$ cat config.mk
export PLATFORM = sky130hd
export DESIGN_NAME = soft_knee_compressor_gain_core
export DESIGN_NICKNAME = d
export VERILOG_FILES = /design/src/sv/skcg_pkg.sv /design/src/sv/skcg_dp.sv /design/src/sv/skcg_ctrl.sv /design/src/sv/soft_knee_compressor_gain_core.sv
export SDC_FILE = /design/constraint.sdc
export NUM_CORES = 2
export LEC_CHECK = 0
export BUFFER_PORTS_ARGS = -buffer_cell sky130_fd_sc_hd__buf_4
export CAP_MARGIN = 5
export CELL_PAD_IN_SITES_DETAIL_PLACEMENT = 1
export CELL_PAD_IN_SITES_GLOBAL_PLACEMENT = 1
export CORE_ASPECT_RATIO = 1.1
export CORE_MARGIN = 2
export CORE_UTILIZATION = 45
export DETAILED_ROUTE_END_ITERATION = 12
export PLACE_DENSITY = 0.73
export SYNTH_ARGS = -nofsm -noshare
export SYNTH_HDL_FRONTEND = slang
export SYNTH_HIERARCHICAL = 1
export SYNTH_SLANG_ARGS = --single-unit
$ cat constraint.sdc
create_clock -name clk -period 27 [get_ports clk]
set_clock_uncertainty 0.2 [all_clocks]
set_input_delay 2.7 -clock clk [delete_from_list [all_inputs] [get_ports clk]]
set_output_delay 2.7 -clock clk [all_outputs]
set_load 0.005 [all_outputs]
$ cat src/sv/skcg_pkg.sv
// Shared types and constants for the soft-knee compressor gain core.
package skcg_pkg;

  localparam int unsigned CFG_INDEX_W = 3;
  localparam int unsigned CFG_DATA_W  = 24;

  localparam logic [CFG_INDEX_W-1:0] REG_THRESHOLD = 3'd0;
  localparam logic [CFG_INDEX_W-1:0] REG_SLOPE     = 3'd1;
  localparam logic [CFG_INDEX_W-1:0] REG_MAKEUP    = 3'd2;
  localparam logic [CFG_INDEX_W-1:0] REG_ATTACK    = 3'd3;
  localparam logic [CFG_INDEX_W-1:0] REG_RELEASE   = 3'd4;

  localparam logic signed [13:0] THRESHOLD_RST = -14'sd640;
  localparam logic signed [15:0] SLOPE_RST     = -16'sd24576;
  localparam logic signed [11:0] MAKEUP_RST    = 12'sd192;
  localparam logic [23:0]        ATTACK_RST    = 24'd16742300;
  localparam logic [23:0]        RELEASE_RST   = 24'd16773721;

  localparam logic [22:0]        ENV_MAX         = 23'h7FFFFF;
  localparam logic [23:0]        GAIN_MAX        = 24'hFFFFFF;
  localparam logic [23:0]        GAIN_RST        = 24'd1048576;
  localparam logic [24:0]        ONE_Q24         = 25'h1000000;
  localparam logic signed [15:0] DB_FLOOR        = -16'sd15360;
  localparam logic signed [26:0] DB_PER_LOG2_Q16 = 27'sd25252226;
  localparam logic signed [26:0] LOG2_PER_DB_Q8  = 27'sd11146541;
  localparam logic signed [17:0] KNEE_HALF       = 18'sd64;

  typedef struct packed {
    logic signed [13:0] thresh;
    logic signed [15:0] slope;
    logic signed [11:0] makeup;
    logic [23:0]        attack_coefficient;
    logic [23:0]        release_coefficient;
  } cfg_t;

  typedef enum logic [4:0] {
    OP_NOP, OP_LOAD, OP_ENV_MUL, OP_ENV_UPD, OP_NORM, OP_FLOOR,
    OP_LFRAC_MUL, OP_LFRAC_SPLIT, OP_LRD1, OP_LDIFF_MUL, OP_LSUM,
    OP_LCONV_MUL, OP_LEVEL, OP_OVER, OP_GR_ZERO, OP_GR_LIN_MUL, OP_GR_LIN,
    OP_KK_MUL, OP_KK_SL_MUL, OP_GR_KNEE, OP_DB_MUL, OP_LOG2, OP_TGT_MAX,
    OP_TGT_ZERO, OP_EFRAC_MUL, OP_EFRAC_SPLIT, OP_ERD1, OP_EDIFF_MUL,
    OP_ESUM, OP_ESCALE, OP_GAIN_MUL, OP_GAIN_UPD
  } op_t;

  typedef struct packed {
    op_t op;
  } cmd_t;

  typedef struct packed {
    logic env_zero;
    logic norm_msb;
    logic over_lo;
    logic over_hi;
    logic n_hi;
    logic n_lo;
  } status_t;

endpackage

$ cat src/sv/skcg_dp.sv
// Datapath: envelope, log/exp table interpolation, knee curve and gain smoothing.
module skcg_dp #(
  parameter int unsigned LOG_TABLE_ENTRIES = 64
) (
  input  logic                clk,
  input  logic                rst,
  input  skcg_pkg::cmd_t      cmd,
  input  skcg_pkg::cfg_t      cfg,
  input  logic signed [23:0]  sidechain_sample,
  output skcg_pkg::status_t   status,
  output logic [23:0]         gain_value
);
  import skcg_pkg::*;

  localparam int unsigned IW = $clog2(LOG_TABLE_ENTRIES + 1);

  typedef logic [31:0] tab_t [LOG_TABLE_ENTRIES+1];

  function automatic logic [63:0] isqrt64(input logic [63:0] v_in);
    logic [63:0] v, res, bit_w;
    v = v_in;
    res = '0;
    bit_w = 64'd1 << 62;
    for (int j = 0; j < 32; j++) begin
      if (bit_w > v) bit_w = bit_w >> 2;
    end
    for (int j = 0; j < 32; j++) begin
      if (bit_w != 0) begin
        if (v >= res + bit_w) begin
          v = v - (res + bit_w);
          res = (res >> 1) + bit_w;
        end else begin
          res = res >> 1;
        end
        bit_w = bit_w >> 2;
      end
    end
    return res;
  endfunction

  function automatic tab_t build_log();
    tab_t t;
    logic [63:0] y;
    logic [31:0] r;
    for (int i = 0; i < LOG_TABLE_ENTRIES; i++) begin
      y = (64'd1 << 30) + ((64'(i) << 30) / LOG_TABLE_ENTRIES);
      r = '0;
      for (int k = 0; k < 24; k++) begin
        y = (y * y) >> 30;
        if (y >= (64'd1 << 31)) begin
          y = y >> 1;
          r[23-k] = 1'b1;
        end
      end
      t[i] = r;
    end
    t[LOG_TABLE_ENTRIES] = 32'h0100_0000;
    return t;
  endfunction

  function automatic tab_t build_exp();
    tab_t t;
    logic [63:0] roots [25];
    logic [63:0] tf, e;
    roots[0] = 64'd1 << 31;
    for (int k = 1; k <= 24; k++) roots[k] = isqrt64(roots[k-1] << 30);
    for (int i = 0; i < LOG_TABLE_ENTRIES; i++) begin
      tf = (64'(i) << 24) / LOG_TABLE_ENTRIES;
      e = 64'd1 << 30;
      for (int k = 1; k <= 24; k++) begin
        if (tf[24-k]) e = (e * roots[k] + (64'd1 << 29)) >> 30;
      end
      t[i] = e[31:0];
    end
    t[LOG_TABLE_ENTRIES] = 32'h8000_0000;
    return t;
  endfunction

  localparam tab_t LOG_TAB = build_log();
  localparam tab_t EXP_TAB = build_exp();

  function automatic logic signed [58:0] shr_round(input logic signed [58:0] v,
                                                  input int unsigned s);
    logic [58:0] mag, r;
    mag = v[58] ? 59'(-v) : 59'(v);
    r = (mag + (59'd1 << (s - 1))) >> s;
    return v[58] ? -$signed(r) : $signed(r);
  endfunction

  logic [22:0]        x, env, norm;
  logic [4:0]         p;
  logic [23:0]        gain, target, rem;
  logic [IW-1:0]      idx, rom_addr;
  logic               rom_sel;
  logic [31:0]        rom_data, base, ev;
  logic signed [31:0] lacc, l;
  logic signed [15:0] level;
  logic signed [17:0] over, gr, over_c, k, db;
  logic signed [31:0] mul_a;
  logic signed [26:0] mul_b;
  logic signed [58:0] prod, pole_rnd;
  logic [23:0]        mag24, c_env, c_gain;
  logic signed [24:0] env_diff, g_diff;
  logic signed [7:0]  n;
  logic [4:0]         sh;
  logic [32:0]        g33;
  logic signed [5:0]  pexp;

  assign mag24    = sidechain_sample[23] ? 24'(-sidechain_sample) : 24'(sidechain_sample);
  assign env_diff = $signed({2'b0, x}) - $signed({2'b0, env});
  assign g_diff   = $signed({1'b0, target}) - $signed({1'b0, gain});
  assign c_env    = (x > env) ? cfg.attack_coefficient : cfg.release_coefficient;
  assign c_gain   = (target < gain) ? cfg.attack_coefficient : cfg.release_coefficient;
  assign pole_rnd = (prod + 59'sd8388608) >>> 24;
  assign over_c   = 18'(level) - 18'(cfg.thresh);
  assign k        = over + KNEE_HALF;
  assign db       = gr + 18'(cfg.makeup);
  assign n        = $signed(l[31:24]);
  assign sh       = 5'(8'sd10 - n);
  assign g33      = ({1'b0, ev} + (33'd1 << (sh - 5'd1))) >> sh;
  assign pexp     = $signed({1'b0, p}) - 6'sd20;

  assign status.env_zero = (env == '0);
  assign status.norm_msb = norm[22];
  assign status.over_lo  = (over_c <= -KNEE_HALF);
  assign status.over_hi  = (over_c >= KNEE_HALF);
  assign status.n_hi     = (n >= 8'sd4);
  assign status.n_lo     = (n < -8'sd21);

  always_comb begin
    mul_a    = '0;
    mul_b    = '0;
    rom_addr = idx;
    rom_sel  = 1'b0;
    case (cmd.op)
      OP_ENV_MUL: begin
        mul_a = 32'(env_diff);
        mul_b = $signed({2'b0, ONE_Q24 - {1'b0, c_env}});
      end
      OP_LFRAC_MUL: begin
        mul_a = $signed({10'b0, norm[21:0]});
        mul_b = 27'(LOG_TABLE_ENTRIES);
      end
      OP_LFRAC_SPLIT: rom_addr = prod[22 +: IW];
      OP_LRD1: rom_addr = idx + IW'(1);
      OP_LDIFF_MUL: begin
        mul_a = $signed(rom_data - base);
        mul_b = $signed({3'b0, rem});
      end
      OP_LCONV_MUL: begin
        mul_a = lacc;
        mul_b = DB_PER_LOG2_Q16;
      end
      OP_GR_LIN_MUL: begin
        mul_a = 32'(over);
        mul_b = 27'(cfg.slope);
      end
      OP_KK_MUL: begin
        mul_a = 32'(k);
        mul_b = 27'(k);
      end
      OP_KK_SL_MUL: begin
        mul_a = $signed({18'b0, prod[13:0]});
        mul_b = 27'(cfg.slope);
      end
      OP_DB_MUL: begin
        mul_a = 32'(db);
        mul_b = LOG2_PER_DB_Q8;
      end
      OP_EFRAC_MUL: begin
        mul_a = $signed({8'b0, l[23:0]});
        mul_b = 27'(LOG_TABLE_ENTRIES);
      end
      OP_EFRAC_SPLIT: begin
        rom_addr = prod[24 +: IW];
        rom_sel  = 1'b1;
      end
      OP_ERD1: begin
        rom_addr = idx + IW'(1);
        rom_sel  = 1'b1;
      end
      OP_EDIFF_MUL: begin
        mul_a   = $signed(rom_data - base);
        mul_b   = $signed({3'b0, rem});
        rom_sel = 1'b1;
      end
      OP_GAIN_MUL: begin
        mul_a = 32'(g_diff);
        mul_b = $signed({2'b0, ONE_Q24 - {1'b0, c_gain}});
      end
      default: ;
    endcase
  end

  always_ff @(posedge clk) begin
    prod     <= mul_a * mul_b;
    rom_data <= rom_sel ? EXP_TAB[rom_addr] : LOG_TAB[rom_addr];
  end

  always_ff @(posedge clk) begin
    if (rst) begin
      env  <= '0;
      gain <= GAIN_RST;
    end else begin
      case (cmd.op)
        OP_LOAD: x <= mag24[23] ? ENV_MAX : mag24[22:0];
        OP_ENV_UPD: begin
          env  <= env + pole_rnd[22:0];
          norm <= env + pole_rnd[22:0];
          p    <= 5'd22;
        end
        OP_NORM: begin
          if (!norm[22]) begin
            norm <= {norm[21:0], 1'b0};
            p    <= p - 5'd1;
          end
        end
        OP_FLOOR: level <= DB_FLOOR;
        OP_LFRAC_SPLIT: begin
          idx <= prod[22 +: IW];
          rem <= {2'b0, prod[21:0]};
        end
        OP_LRD1, OP_ERD1: base <= rom_data;
        OP_LSUM: lacc <= 32'($signed({pexp, 24'h0})) + $signed(base)
                         + $signed(prod[53:22]);
        OP_LEVEL: level <= 16'(shr_round(prod, 40));
        OP_OVER: over <= over_c;
        OP_GR_ZERO: gr <= '0;
        OP_GR_LIN: gr <= 18'(shr_round(prod, 15));
        OP_GR_KNEE: gr <= 18'(shr_round(prod, 23));
        OP_LOG2: l <= 32'(shr_round(prod, 8));
        OP_TGT_MAX: target <= GAIN_MAX;
        OP_TGT_ZERO: target <= '0;
        OP_EFRAC_SPLIT: begin
          idx <= prod[24 +: IW];
          rem <= prod[23:0];
        end
        OP_ESUM: ev <= base + prod[55:24];
        OP_ESCALE: target <= (g33 > 33'(GAIN_MAX)) ? GAIN_MAX : g33[23:0];
        OP_GAIN_UPD: begin
          gain       <= gain + pole_rnd[23:0];
          gain_value <= gain + pole_rnd[23:0];
        end
        default: ;
      endcase
    end
  end

endmodule

$ cat src/sv/skcg_ctrl.sv
// Controller: sequences the datapath through one item and runs the handshakes.
module skcg_ctrl (
  input  logic                clk,
  input  logic                rst,
  input  logic                in_valid,
  output logic                in_ready,
  output logic                out_valid,
  input  logic                out_ready,
  input  skcg_pkg::status_t   status,
  output skcg_pkg::cmd_t      cmd
);
  import skcg_pkg::*;

  typedef enum logic [4:0] {
    S_IDLE, S_ENV_MUL, S_ENV_UPD, S_NORM, S_FLOOR, S_LFRAC_MUL, S_LFRAC_SPLIT,
    S_LRD1, S_LDIFF_MUL, S_LSUM, S_LCONV_MUL, S_LEVEL, S_OVER, S_GR_ZERO,
    S_GR_LIN_MUL, S_GR_LIN, S_KK_MUL, S_KK_SL_MUL, S_GR_KNEE, S_DB_MUL,
    S_LOG2, S_ESEL, S_TGT_MAX, S_TGT_ZERO, S_EFRAC_MUL, S_EFRAC_SPLIT,
    S_ERD1, S_EDIFF_MUL, S_ESUM, S_ESCALE, S_GAIN_MUL, S_GAIN_UPD
  } state_t;

  state_t state, state_next;
  logic   slot_free;

  assign in_ready  = (state == S_IDLE);
  assign slot_free = !out_valid || out_ready;

  always_comb begin
    state_next = state;
    cmd.op     = OP_NOP;
    case (state)
      S_IDLE: begin
        if (in_valid) begin
          cmd.op     = OP_LOAD;
          state_next = S_ENV_MUL;
        end
      end
      S_ENV_MUL: begin
        cmd.op = OP_ENV_MUL;
        state_next = S_ENV_UPD;
      end
      S_ENV_UPD: begin
        cmd.op = OP_ENV_UPD;
        state_next = S_NORM;
      end
      S_NORM: begin
        cmd.op = OP_NORM;
        if (status.env_zero) state_next = S_FLOOR;
        else if (status.norm_msb) state_next = S_LFRAC_MUL;
      end
      S_FLOOR: begin
        cmd.op = OP_FLOOR;
        state_next = S_OVER;
      end
      S_LFRAC_MUL: begin
        cmd.op = OP_LFRAC_MUL;
        state_next = S_LFRAC_SPLIT;
      end
      S_LFRAC_SPLIT: begin
        cmd.op = OP_LFRAC_SPLIT;
        state_next = S_LRD1;
      end
      S_LRD1: begin
        cmd.op = OP_LRD1;
        state_next = S_LDIFF_MUL;
      end
      S_LDIFF_MUL: begin
        cmd.op = OP_LDIFF_MUL;
        state_next = S_LSUM;
      end
      S_LSUM: begin
        cmd.op = OP_LSUM;
        state_next = S_LCONV_MUL;
      end
      S_LCONV_MUL: begin
        cmd.op = OP_LCONV_MUL;
        state_next = S_LEVEL;
      end
      S_LEVEL: begin
        cmd.op = OP_LEVEL;
        state_next = S_OVER;
      end
      S_OVER: begin
        cmd.op = OP_OVER;
        if (status.over_lo) state_next = S_GR_ZERO;
        else if (status.over_hi) state_next = S_GR_LIN_MUL;
        else state_next = S_KK_MUL;
      end
      S_GR_ZERO: begin
        cmd.op = OP_GR_ZERO;
        state_next = S_DB_MUL;
      end
      S_GR_LIN_MUL: begin
        cmd.op = OP_GR_LIN_MUL;
        state_next = S_GR_LIN;
      end
      S_GR_LIN: begin
        cmd.op = OP_GR_LIN;
        state_next = S_DB_MUL;
      end
      S_KK_MUL: begin
        cmd.op = OP_KK_MUL;
        state_next = S_KK_SL_MUL;
      end
      S_KK_SL_MUL: begin
        cmd.op = OP_KK_SL_MUL;
        state_next = S_GR_KNEE;
      end
      S_GR_KNEE: begin
        cmd.op = OP_GR_KNEE;
        state_next = S_DB_MUL;
      end
      S_DB_MUL: begin
        cmd.op = OP_DB_MUL;
        state_next = S_LOG2;
      end
      S_LOG2: begin
        cmd.op = OP_LOG2;
        state_next = S_ESEL;
      end
      S_ESEL: begin
        if (status.n_hi) state_next = S_TGT_MAX;
        else if (status.n_lo) state_next = S_TGT_ZERO;
        else state_next = S_EFRAC_MUL;
      end
      S_TGT_MAX: begin
        cmd.op = OP_TGT_MAX;
        state_next = S_GAIN_MUL;
      end
      S_TGT_ZERO: begin
        cmd.op = OP_TGT_ZERO;
        state_next = S_GAIN_MUL;
      end
      S_EFRAC_MUL: begin
        cmd.op = OP_EFRAC_MUL;
        state_next = S_EFRAC_SPLIT;
      end
      S_EFRAC_SPLIT: begin
        cmd.op = OP_EFRAC_SPLIT;
        state_next = S_ERD1;
      end
      S_ERD1: begin
        cmd.op = OP_ERD1;
        state_next = S_EDIFF_MUL;
      end
      S_EDIFF_MUL: begin
        cmd.op = OP_EDIFF_MUL;
        state_next = S_ESUM;
      end
      S_ESUM: begin
        cmd.op = OP_ESUM;
        state_next = S_ESCALE;
      end
      S_ESCALE: begin
        cmd.op = OP_ESCALE;
        state_next = S_GAIN_MUL;
      end
      S_GAIN_MUL: begin
        cmd.op = OP_GAIN_MUL;
        if (slot_free) state_next = S_GAIN_UPD;
      end
      S_GAIN_UPD: begin
        cmd.op = OP_GAIN_UPD;
        state_next = S_IDLE;
      end
      default: state_next = S_IDLE;
    endcase
  end

  always_ff @(posedge clk) begin
    if (rst) begin
      state     <= S_IDLE;
      out_valid <= 1'b0;
    end else begin
      state <= state_next;
      if (state == S_GAIN_UPD) out_valid <= 1'b1;
      else if (out_ready) out_valid <= 1'b0;
    end
  end

endmodule

$ cat src/sv/soft_knee_compressor_gain_core.sv
// Soft-knee compressor gain core: one sidechain sample in, one smoothed Q4.20
// gain out per item. An item waits before its gain update until the previous
// result has been taken. The envelope's leading-one search shifts one bit per
// cycle, and every product goes through one shared 32x27 multiplier in turn.
// The finished gain sits in an output register, so the next item is taken
// while it waits. Log and exp tables are constant ROMs of LOG_TABLE_ENTRIES+1
// words each; no clearing pass is needed after reset.
module soft_knee_compressor_gain_core #(
  parameter int unsigned LOG_TABLE_ENTRIES = 64
) (
  input  logic                               clk,
  input  logic                               rst,
  input  logic                               in_valid,
  output logic                               in_ready,
  input  logic signed [23:0]                 sidechain_sample,
  output logic                               out_valid,
  input  logic                               out_ready,
  output logic [23:0]                        gain_value,
  input  logic                               cfg_write,
  input  logic [skcg_pkg::CFG_INDEX_W-1:0]   cfg_index,
  input  logic [skcg_pkg::CFG_DATA_W-1:0]    cfg_data
);
  import skcg_pkg::*;

  cfg_t    cfg;
  cmd_t    cmd;
  status_t status;

  always_ff @(posedge clk) begin
    if (rst) begin
      cfg.thresh              <= THRESHOLD_RST;
      cfg.slope               <= SLOPE_RST;
      cfg.makeup              <= MAKEUP_RST;
      cfg.attack_coefficient  <= ATTACK_RST;
      cfg.release_coefficient <= RELEASE_RST;
    end else if (cfg_write) begin
      case (cfg_index)
        REG_THRESHOLD: cfg.thresh              <= $signed(cfg_data[13:0]);
        REG_SLOPE:     cfg.slope               <= $signed(cfg_data[15:0]);
        REG_MAKEUP:    cfg.makeup              <= $signed(cfg_data[11:0]);
        REG_ATTACK:    cfg.attack_coefficient  <= cfg_data;
        REG_RELEASE:   cfg.release_coefficient <= cfg_data;
        default: ;
      endcase
    end
  end

  skcg_ctrl u_ctrl (
    .clk       (clk),
    .rst       (rst),
    .in_valid  (in_valid),
    .in_ready  (in_ready),
    .out_valid (out_valid),
    .out_ready (out_ready),
    .status    (status),
    .cmd       (cmd)
  );

  skcg_dp #(
    .LOG_TABLE_ENTRIES (LOG_TABLE_ENTRIES)
  ) u_dp (
    .clk              (clk),
    .rst              (rst),
    .cmd              (cmd),
    .cfg              (cfg),
    .sidechain_sample (sidechain_sample),
    .status           (status),
    .gain_value       (gain_value)
  );

  a_busy_after_accept: assert property (@(posedge clk) disable iff (rst)
    (in_valid && in_ready) |=> !in_ready)
    else $error("accepted a second item back to back");

  a_result_from_update: assert property (@(posedge clk) disable iff (rst)
    $rose(out_valid) |-> $past(cmd.op == OP_GAIN_UPD))
    else $error("result shown without a gain update");

  a_no_accept_during_update: assert property (@(posedge clk) disable iff (rst)
    (cmd.op == OP_GAIN_UPD) |-> !in_ready)
    else $error("input ready while gain update in progress");

endmodule

==> results.py <==
metrics = {
    "synthesis": {
        "synth-async-reset-ratio_pct": 0,
        "synth_ff_type": "edfxtp_1",
        "synth_largest_area_cell": "fa_1",
        "ys_types": 116,
        "seq_area_frac_synth_pct": 18.0,
        "synthMuxAreaShare_pct": 2.25,
        "synth_top_area_share_pct": 23.4,
        "synth_xor_area_share_pct": 6.65,
        "syn_inst": 9188,
        "synth-compound-area-share_pct": 15.5,
        "syn_area_per_cell_um2": 8.40,
        "synthAdderAreaFrac_pct": 31.2,
        "synthTopCellsByArea": "fa_1 (23%), edfxtp_1 (12%), ha_1 (7.8%)",
        "ys_ff_latch": 541,
        "yosys-top-cells-count": "inv_1 (1,307), nand2_1 (1,076), fa_1 (904)",
        "synth.most_common_cell": "inv_1",
        "synth_edf_count": 309,
        "yosys_warnings": 6,
        "synth-simple-area-share_pct": 17.5,
        "synth_area_um2": 77200,
        "synth_top_family_by_area": "adder cells",
        "syn_nets": 10628,
    },
    "job": {
        "drv_cap": 0,
    },
    "floorplanning": {
        "floorplan.die_area_um2": 175000,
        "start_util_pct": 45.3,
        "die_width_um": 399,
        "ios": 82,
        "fp.dieH_um": 438,
        "row_count": 159,
        "placeableCoreArea_um2": 170000,
    },
    "timing": {
        "fin_crit_sh_pct": 62.0,
        "setup_viol": 0,
        "period_needed_ns": 16.75,
        "tns_ns": 0,
        "slew_viol_final": 0,
        "hold_violations": 0,
        "max_slew_margin_pct": 12.2,
        "max_freq_mhz": 59.7,
        "rsz0062_at_grt": "no",
        "tightest_slew_ns": 1.31,
    },
    "route": {
        "drc_errors": 0,
        "vias": 70205,
        "wl_per_cell_um": 28.7,
        "drtIter0Drc": 6321,
        "first_pass_iters": 6,
        "ant_nets": 0,
        "wl_um": 326000,
        "vias_per_cell": 6.17,
    },
    "power": {
        "power.density_nw_per_um2": 61.0,
        "finalPower_w": 0.00507,
        "ir_drop_mv": 0.0530,
        "p_leak_nw": 36.4,
    },
    "grt": {
        "grt_pass1_wl_um": 484000,
        "grt_max_degree": 106,
        "antenna_found_initial": 13,
        "grt_usage_pct": 37.2,
        "first_global_vias": 72975,
        "overflow": 0,
    },
    "cts": {
        "post_cts_resized": 0,
        "cts.reportedPaths.clkPinSlew_ns": 0.06,
        "cts-root-buf": "clkbuf_16",
        "htree_levels": 3,
        "postCtsHoldBufs": 0,
        "postCtsSetupBuffers": 0,
        "cts_buffers": 69,
        "cts_tree": "yes",
        "clock-sinks": 541,
        "clk_path_buf_depth": 3,
        "clock_latency_ns": 0.72,
    },
    "critical_path": {
        "arrival_ns": 17.12,
        "crit_family": "compound AO/OA/AOI/OAI gates",
        "worstSetupEndpointType": "flop",
        "cp_slowest_cell": "a21oi_1",
        "critPathKind": "in2reg",
        "cpPeakStageDelay_ns": 0.88,
        "critPathLaunchType": "input pin",
        "required_ns": 27.37,
        "cp_max_fo": 33,
        "path_buf_inv": 6,
    },
    "placed_design": {
        "portBuffers": 81,
        "place.gp.congestion": 1.00,
        "dpl.hpwl_um": 257000,
    },
    "layout": {
        "fill_cells": 20162,
        "num-nets-final": 10502,
        "drive_gt1_share_pct": 6.47,
        "area_delta_synth_final_pct": 7.67,
    },
    "worst_hold_path": {
        "hold_path_class": "reg2reg",
    },
    "status": {
        "status": "complete, no violations",
    },
}
## flip-flops by register name, summed over array words and instances, names as in the netlist, 17 cells and up
name	cells
u_dp/rem	24
u_dp/l	32
u_dp/ev	32
u_dp/over	17
u_dp/base	32
u_dp/gain_value	24
u_dp/gain	24
u_dp/lacc	32
u_dp/gr	18
cfg	90
u_dp/x	23
u_dp/norm	23
u_dp/env	23
u_dp/prod	57
u_dp/rom_data	32
u_dp/target	24
## final timing paths
kind / cells after the start / endpoint / start / slack, ns
max: 45 / u_dp/prod[54] / in_valid / 10.25
max reg2reg: 44 / u_dp/prod[54] / u_ctrl/state[0] / 11.18
min: 0 / u_dp/base[24] / u_dp/rom_data[24] / 0.24
min reg2reg: 0 / u_dp/base[24] / u_dp/rom_data[24] / 0.24
## area by class of cell
class,instances,area [um^2],share of cell area [%]
clock buffers,89,1960,2.35
inverters,1316,4940,5.94
clock inverters,38,473,0.569
diodes,4,10.0,0.0120
well taps,2254,2820,3.39
repair buffers,278,2120,2.55
flip-flops and latches,541,13900,16.8
multi-input cells,6856,56900,68.4
## cell usage in the layout, fill, tap and decap left out, drive strengths merged, types with 66 or more instances in the layout
master	instances
a211oi	86
inv	1322
nor2	819
nand2b	144
buf	278
nor3	173
and2	88
fa	904
edfxtp	309
xnor2	374
o21ai	398
a21oi	475
a21o	111
nand3	151
mux2i	141
o211ai	66
dfxtp	232
nand2	1078
xor2	206
clkbuf	89
a31oi	75
ha	480
## power by group
part           internal (W)  switching [W]  total, W  leakage (nW)
Combinational      0.000917        0.00210   0.00301          30.6
Clock              0.000558       0.000440  0.000998          1.18
Sequential         0.000955      0.0000989   0.00105          4.66
Total               0.00243        0.00264   0.00507          36.4
## layer usage
metal / vias up / global-route usage, % / wire length (um)
li1: 30450 / - / -
met1: 36096 / 49.2 / 134000
met2: 2829 / 59.3 / 149000
met3: 820 / 5.35 / 23200
met4: 10 / 18.9 / 19900
met5: - / 0 / 72
## cells by family after synthesis
| group | Yosys count |
|---|---|
| and+or+nand+nor | 2916 |
| muxes | 163 |
| DFF | 541 |
| AOI/OAI and AO/OA | 1811 |
| adders and majority gates | 1385 |
| buffers and inverters | 1791 |
| xor gates and xnor gates | 581 |
## stage by stage
step	instances	util (%)	hold WS (ns)	cell area (um^2)	worst slack, ns
floorplan	9188	-	0.203	77200	12.94
global placement	11244	47.3	0.228	80600	10.22
detailed placement	11244	47.3	0.228	80600	9.76
CTS	11371	48.7	0.242	83100	10.46
global route	11372	48.7	0.264	83100	9.61
finish	11376	48.7	0.242	83100	10.25
Power figures use the tool's default switching activity.
